$ cat src/rtl/cthsv_pkg.sv
// Shared constants and types for the RGB color tween through HSV.
package cthsv_pkg;

  // Tween amount: 9 bits, 256 is full scale
  localparam int unsigned MIX_BITS = 9;
  localparam logic [MIX_BITS-1:0] MIX_ONE = 9'd256;

  // Hue base of the sextant that holds the largest channel
  typedef enum logic [2:0] {
    SEXT_RED   = 3'd0,
    SEXT_GREEN = 3'd2,
    SEXT_BLUE  = 3'd4,
    SEXT_WRAP  = 3'd6
  } hue_sext_e;

  // Tween controls that ride alongside the color conversion
  typedef struct packed {
    logic [MIX_BITS-1:0] frac;
    logic                backward;
  } mix_ctrl_t;

endpackage

$ cat src/rtl/cthsv_div.sv
// Pipelined restoring divider, one quotient bit per stage, round to nearest.
module cthsv_div #(
  parameter int unsigned CHANNEL_BITS  = 8,
  parameter int unsigned FRACTION_BITS = 12
) (
  input  logic                     clk_i,
  input  logic                     en_i,
  input  logic [CHANNEL_BITS-1:0]  num_i,
  input  logic [CHANNEL_BITS-1:0]  dvs_i,
  output logic [FRACTION_BITS:0]   quo_o
);
  localparam int unsigned QW = FRACTION_BITS + 1;
  localparam int unsigned NW = CHANNEL_BITS + FRACTION_BITS + 2;
  localparam int unsigned DW = CHANNEL_BITS + 1;

  logic [NW-1:0] rem_q [QW];
  logic [DW-1:0] dvs_q [QW];
  logic [QW-1:0] quo_q [QW];

  for (genvar j = 0; j < QW; j++) begin : g_stage
    logic [NW-1:0] rem_in;
    logic [DW-1:0] dvs_in;
    logic [QW-1:0] quo_in;
    logic [NW-1:0] trial;
    logic          ge;

    // Numerator 2*n*ONE + d over divisor 2*d gives the rounded quotient
    if (j == 0) begin : g_first
      assign rem_in = NW'({num_i, {(FRACTION_BITS + 1){1'b0}}}) + NW'(dvs_i);
      assign dvs_in = {dvs_i, 1'b0};
      assign quo_in = '0;
    end else begin : g_next
      assign rem_in = rem_q[j-1];
      assign dvs_in = dvs_q[j-1];
      assign quo_in = quo_q[j-1];
    end

    // Try the shifted divisor for this bit
    assign trial = NW'(dvs_in) << (QW - 1 - j);
    assign ge    = (rem_in >= trial);

    always_ff @(posedge clk_i) begin
      if (en_i) begin
        rem_q[j] <= ge ? (rem_in - trial) : rem_in;
        dvs_q[j] <= dvs_in;
        quo_q[j] <= {quo_in[QW-2:0], ge};
      end
    end
  end

  assign quo_o = quo_q[QW-1];
endmodule

$ cat src/rtl/cthsv_to_hsv.sv
// RGB to hexcone HSV conversion pipeline for one color.
module cthsv_to_hsv
  import cthsv_pkg::*;
#(
  parameter int unsigned CHANNEL_BITS  = 8,
  parameter int unsigned FRACTION_BITS = 12
) (
  input  logic                       clk_i,
  input  logic                       rst_ni,
  input  logic                       en_i,
  input  logic                       vld_i,
  input  logic [CHANNEL_BITS-1:0]    red_i,
  input  logic [CHANNEL_BITS-1:0]    green_i,
  input  logic [CHANNEL_BITS-1:0]    blue_i,
  output logic                       vld_o,
  output logic [FRACTION_BITS+2:0]   hue_o,
  output logic [FRACTION_BITS:0]     sat_o,
  output logic [FRACTION_BITS:0]     val_o
);
  localparam int unsigned QW  = FRACTION_BITS + 1;
  localparam int unsigned HW  = FRACTION_BITS + 3;
  localparam int unsigned LAT = QW + 2;
  localparam int unsigned MW  = 6;
  localparam int unsigned ZW  = CHANNEL_BITS + FRACTION_BITS;
  localparam int unsigned RS  = ZW + CHANNEL_BITS;
  localparam int unsigned RW  = ZW + 1;
  localparam longint unsigned CMAX_L = (64'd1 << CHANNEL_BITS) - 64'd1;
  // Reciprocal of full scale, rounded up, exact for every numerator below 2^ZW
  localparam logic [RW-1:0] RECIP = RW'(((64'd1 << RS) + CMAX_L - 64'd1) / CMAX_L);
  localparam logic [ZW-1:0] VAL_BIAS = ZW'((64'd1 << (CHANNEL_BITS - 1)) - 64'd1);
  localparam logic [QW-1:0] ONE = QW'(1) << FRACTION_BITS;
  localparam logic [HW-1:0] HUE_SPAN = HW'(6) << FRACTION_BITS;

  logic [CHANNEL_BITS-1:0] mx, mn, diff;
  hue_sext_e               sext;
  logic                    neg;

  logic [CHANNEL_BITS-1:0] mx_q, d_q, diff_q;
  hue_sext_e               sext_q;
  logic                    neg_q;
  logic [MW-1:0]           meta_q [QW];
  logic [CHANNEL_BITS-1:0] mx_dly_q [QW];
  logic [LAT-1:0]          vld_q;

  logic [QW-1:0]           quo_s, quo_h;
  logic [CHANNEL_BITS-1:0] dvs_s, dvs_h;
  logic [MW-1:0]           meta;
  logic [HW-1:0]           base, hue_raw, hue_d;
  logic [HW-1:0]           hue_q;
  logic [QW-1:0]           sat_q, val_q;
  logic [ZW-1:0]           val_num;
  logic [ZW+RW-1:0]        val_prod;
  logic [QW-1:0]           val_d;

  // Find max, min and the sextant of the color
  always_comb begin
    mx = red_i;
    mn = red_i;
    if (green_i > mx) mx = green_i;
    if (blue_i > mx)  mx = blue_i;
    if (green_i < mn) mn = green_i;
    if (blue_i < mn)  mn = blue_i;
    if (red_i >= green_i && red_i >= blue_i) begin
      if (green_i >= blue_i) begin
        sext = SEXT_RED;  neg = 1'b0; diff = green_i - blue_i;
      end else begin
        sext = SEXT_WRAP; neg = 1'b1; diff = blue_i - green_i;
      end
    end else if (green_i >= blue_i) begin
      if (blue_i >= red_i) begin
        sext = SEXT_GREEN; neg = 1'b0; diff = blue_i - red_i;
      end else begin
        sext = SEXT_GREEN; neg = 1'b1; diff = red_i - blue_i;
      end
    end else begin
      if (red_i >= green_i) begin
        sext = SEXT_BLUE; neg = 1'b0; diff = red_i - green_i;
      end else begin
        sext = SEXT_BLUE; neg = 1'b1; diff = green_i - red_i;
      end
    end
  end

  always_ff @(posedge clk_i) begin
    if (en_i) begin
      mx_q   <= mx;
      d_q    <= mx - mn;
      diff_q <= diff;
      sext_q <= sext;
      neg_q  <= neg;
    end
  end

  // Substitute a divisor of one where the quotient is dropped anyway
  assign dvs_s = (mx_q == '0) ? CHANNEL_BITS'(1) : mx_q;
  assign dvs_h = (d_q == '0)  ? CHANNEL_BITS'(1) : d_q;

  cthsv_div #(.CHANNEL_BITS(CHANNEL_BITS), .FRACTION_BITS(FRACTION_BITS)) u_div_sat (
    .clk_i, .en_i, .num_i(d_q), .dvs_i(dvs_s), .quo_o(quo_s)
  );
  cthsv_div #(.CHANNEL_BITS(CHANNEL_BITS), .FRACTION_BITS(FRACTION_BITS)) u_div_hue (
    .clk_i, .en_i, .num_i(diff_q), .dvs_i(dvs_h), .quo_o(quo_h)
  );

  // Carry sextant, sign, black and grey flags and the max alongside the dividers
  always_ff @(posedge clk_i) begin
    if (en_i) begin
      meta_q[0]   <= {sext_q, neg_q, (mx_q == '0), (d_q == '0)};
      mx_dly_q[0] <= mx_q;
      for (int i = 1; i < QW; i++) begin
        meta_q[i]   <= meta_q[i-1];
        mx_dly_q[i] <= mx_dly_q[i-1];
      end
    end
  end
  assign meta = meta_q[QW-1];

  // Value: round(max * ONE / full scale) by reciprocal multiplication
  assign val_num  = ZW'({mx_dly_q[QW-1], {FRACTION_BITS{1'b0}}}) + VAL_BIAS;
  assign val_prod = (ZW+RW)'(val_num) * (ZW+RW)'(RECIP);
  assign val_d    = val_prod[RS +: QW];

  // Assemble hue with wrap and zero it for grey, force black to full saturation
  always_comb begin
    base    = HW'(meta[5:3]) << FRACTION_BITS;
    hue_raw = meta[2] ? (base - HW'(quo_h)) : (base + HW'(quo_h));
    hue_d   = (hue_raw >= HUE_SPAN) ? (hue_raw - HUE_SPAN) : hue_raw;
    if (meta[0]) hue_d = '0;
  end

  always_ff @(posedge clk_i) begin
    if (en_i) begin
      hue_q <= hue_d;
      sat_q <= meta[1] ? ONE : quo_s;
      val_q <= val_d;
    end
  end

  // Advance valid bits with the data
  always_ff @(posedge clk_i or negedge rst_ni) begin
    if (!rst_ni) begin
      vld_q <= '0;
    end else if (en_i) begin
      vld_q <= {vld_q[LAT-2:0], vld_i};
    end
  end

  assign vld_o = vld_q[LAT-1];
  assign hue_o = hue_q;
  assign sat_o = sat_q;
  assign val_o = val_q;

  a_hue_range: assert property (@(posedge clk_i) disable iff (!rst_ni)
    vld_o |-> hue_o < HUE_SPAN) else $error("hue out of range");
  a_sv_range: assert property (@(posedge clk_i) disable iff (!rst_ni)
    vld_o |-> (sat_o <= ONE && val_o <= ONE)) else $error("sat or value above one");
  a_black_sat: assert property (@(posedge clk_i) disable iff (!rst_ni)
    (vld_o && val_o == '0) |-> sat_o == ONE) else $error("black not fully saturated");
endmodule

$ cat config.mk
export PLATFORM = sky130hd
export DESIGN_NAME = cthsv_to_hsv
export DESIGN_NICKNAME = d
export VERILOG_FILES = /design/src/rtl/cthsv_pkg.sv /design/src/rtl/cthsv_div.sv /design/src/rtl/cthsv_to_hsv.sv
export SDC_FILE = /design/constraint.sdc
export NUM_CORES = 2
export LEC_CHECK = 0
export ABC_AREA = 0
export BUFFER_PORTS_ARGS = -buffer_cell sky130_fd_sc_hd__buf_2
export CAP_MARGIN = 20
export CORE_ASPECT_RATIO = 0.5
export CORE_MARGIN = 2
export CORE_UTILIZATION = 60
export CTS_CLUSTER_DIAMETER = 40
export DETAILED_ROUTE_END_ITERATION = 8
export GPL_TIMING_DRIVEN = 0
export PLACE_DENSITY = 0.76
export SKIP_CTS_REPAIR_TIMING = 1
export SLEW_MARGIN = 20
export SYNTH_ARGS = -nofsm -noshare
export SYNTH_HDL_FRONTEND = slang
export SYNTH_SLANG_ARGS = --single-unit
$ cat constraint.sdc
create_clock -name clk_i -period 9.2 [get_ports clk_i]
set_input_delay 1.84 -clock clk_i [delete_from_list [all_inputs] [get_ports clk_i]]
set_output_delay 1.84 -clock clk_i [all_outputs]
set_load 0.02 [all_outputs]
==> metrics.txt <==
outcome=complete, no violations; skew final=0.0191 ns; routed vias/inst=5.60; sequential area share after synthesis=0.606; M1 GR Usage=0.280; part of the power in combinational logic=0.265; initial antenna violation count=0; Power Internal=0.00982 W; GR Overflow Total=0; setup violators final=0; post-synth cell types=67; EDFF count, synth=959; Max FO, Critical Path=10; largest net degree at the start of global routing=160; maximum vdd drop=0.000166 V; Final HPWL DP=60,700 um; Worst Tran Pin Value=1.09 ns; First-pass DRT Iterations=5; R2R depth=16; total wire length=84,300 um; fin area=53,100 um^2; top_reg_cell synth=edfxtp_1; DRC violation count after routing=0; global route hottest layer=met2; Async SR Flop Fraction=0.0154; Post-Syn Area=48,200 um^2; Seq pwr share=0.467; WHS Path Cells=0; achievable clock frequency=0.132 GHz; CP Launch Type=primary input; slowest CP cell=a22oi_1; R2R Setup Slk=5.16 ns; die height=204 um; synth warn=0; DIE AREA=82,700 um^2; Initial Util=0.606; CP Depth=29; worst path bufs/invs=6; NetSw=0.00436 W; Mean Syn Cell Area=12.6 um^2; first-pass GRT wire length=140,000 um; Tmin final=7.55 ns; Worst R2R Start=mx_dly_q[1][35]; root buf cell=clkbuf_16; Clock Tree Buf Depth=3; total track usage=0.208; synth-to-layout area growth=10.2%; total negative slack=0 ns; vias in the first global route=28,401; CP Data Required Time=9.62 ns; clk sink count=974; reg2reg end=val_o[9]; CTS H-tree depth=3; WP data arrival=7.97 ns; wire per inst=16.5 um; Ant. Diodes=0; WS Path Type=in -> reg; Worst Hold Class=reg -> reg; Die Width=405 um; CP max stage delay=0.74 ns; layout cells sized above 1=0.0718; core footprint=79,500 um^2; Pwr Density=267 nW/um^2; Final Hold Vio Count=0; Syn Inst Count=3,818; cell row count=73; GR met2 Demand/Resource=0.348; Tcrit/Tclk final=0.821; CP endpoint=d_q[7]; number of slew-limit violations in the final report=0; unrepaired setup endpoints after global routing=false; CTS tree=done; Sw Ratio=0.308; Crit. Startpoint=red_i[2]; I/O pins=70; DP Area=50,000 um^2; P_leak=20.7 nW; Worst-path clk slew=0.06 ns; vias=28,662; CP endpoint kind=register; Final Core Density=0.668; met3 usage=0.0334; DR iter-0 viols=2,007; ANT nets after route=0; syn nets=4,209; Yosys reg bits=974; NumNets Final=4,381; clk_lat worst skew=0.67 ns; Clock power frac=0.268; CP top delay family=compound AO/OA/AOI/OAI gates; Num CTS Buffers=94; gp weighted congestion=0.917; Port-buffer cells=69; normalized max-slew margin=0.267; MaxCap Viol Count=0
-- cells in the final DEF (no fill, tap or decap), types with 51 or more instances in the layout --
cell type,instances
xor2_1,118
o21ai_0,195
clkbuf_1,85
xnor2_1,155
inv_1,385
clkbuf_16,94
nor3_1,54
a21o_1,82
buf_2,70
a21oi_1,177
edfxtp_1,959
nor2_1,261
nand2b_1,65
nand2_1,250
nor2b_1,75
ha_1,332
nand3_1,51
-- cell usage after synthesis (47+ instances only) --
cell	instances	area [um^2]
edfxtp_1	959	28800
inv_1	385	1450
ha_1	332	4150
nor2_1	261	980
nand2_1	250	938
o21ai_0	195	976
a21oi_1	177	886
xnor2_1	155	1360
xor2_1	118	1030
a21o_1	82	616
nor2b_1	75	469
clkbuf_1	67	251
nand2b_1	65	407
nor3_1	54	270
nand3_1	51	255
nand4_1	50	313
nor4_1	47	294
-- sequential cells by signal (all words and copies together), names as in the netlist, 13 cells and up --
name,flops
hue_o,15
meta_q,65
mx_dly_q,104
sat_o,13
u_div_hue.dvs_q,28
u_div_hue.quo_q,91
u_div_hue.rem_q,242
u_div_sat.dvs_q,21
u_div_sat.quo_q,91
u_div_sat.rem_q,249
val_o,13
vld_q,15
-- power groups by stage --
stage               Clock, W  Combinational, W  Sequential (W)
finish               0.00380           0.00376         0.00663
detailed placement         0           0.00370         0.00670
global placement           0           0.00355         0.00679
CTS                  0.00390           0.00374         0.00662
global route         0.00406           0.00426         0.00672
floorplan                  0           0.00289         0.00652
-- cell families after synthesis --
group	after synthesis	share of synthesized area
AND/OR/NAND/NOR	986	0.103
flip-flops	974	0.606
AO/OA/AOI/OAI	677	0.0875
buffers and inverters	457	0.0357
adder cells (fa/ha/maj)	363	0.0991
XOR/XNOR	273	0.0496
multiplexers	88	0.0194
-- routing by layer --
metal | vias to the layer above | routed length (um)
met4 | 0 | 2400
li1 | 14278 | -
met5 | - | 0
met2 | 665 | 39900
met3 | 184 | 3420
met1 | 13535 | 38600
-- worst min-delay path by stage --
stage,slack [ns],end,from
floorplan,0.40,meta_q[0][10],meta_q[0][4]
CTS,0.40,mx_dly_q[1][7],mx_dly_q[0][63]
finish,0.41,u_div_sat.quo_q[11][7],u_div_sat.quo_q[10][6]
detailed placement,0.40,meta_q[0][12],meta_q[0][6]
global placement,0.40,u_div_sat.quo_q[8][5],u_div_sat.quo_q[7][4]
global route,0.41,u_div_sat.quo_q[11][7],u_div_sat.quo_q[10][6]
-- cell type report --
type	count	area, um^2
plain buffers	70	265
repair buffers	76	553
fillers	5558	26400
flip-flops and latches	974	29200
multi-input cells	2387	17300
clock inverters	63	632
inverters	387	1450
clock buffers	112	2420
well taps	1050	1310
-- stage by stage --
step	power, W	instances	hold slack, ns	worst slack [ns]
3_5_place_dp	0.0104	4944	0.405	1.03
3_3_place_gp	0.0103	4937	0.400	-7.62
4_1_cts	0.0143	5119	0.405	1.74
5_1_grt	0.0150	5119	0.410	1.23
2_1_floorplan	0.00940	3818	0.400	2.06
6_report	0.0142	5119	0.410	1.65
(Power assumes the default switching activity.)
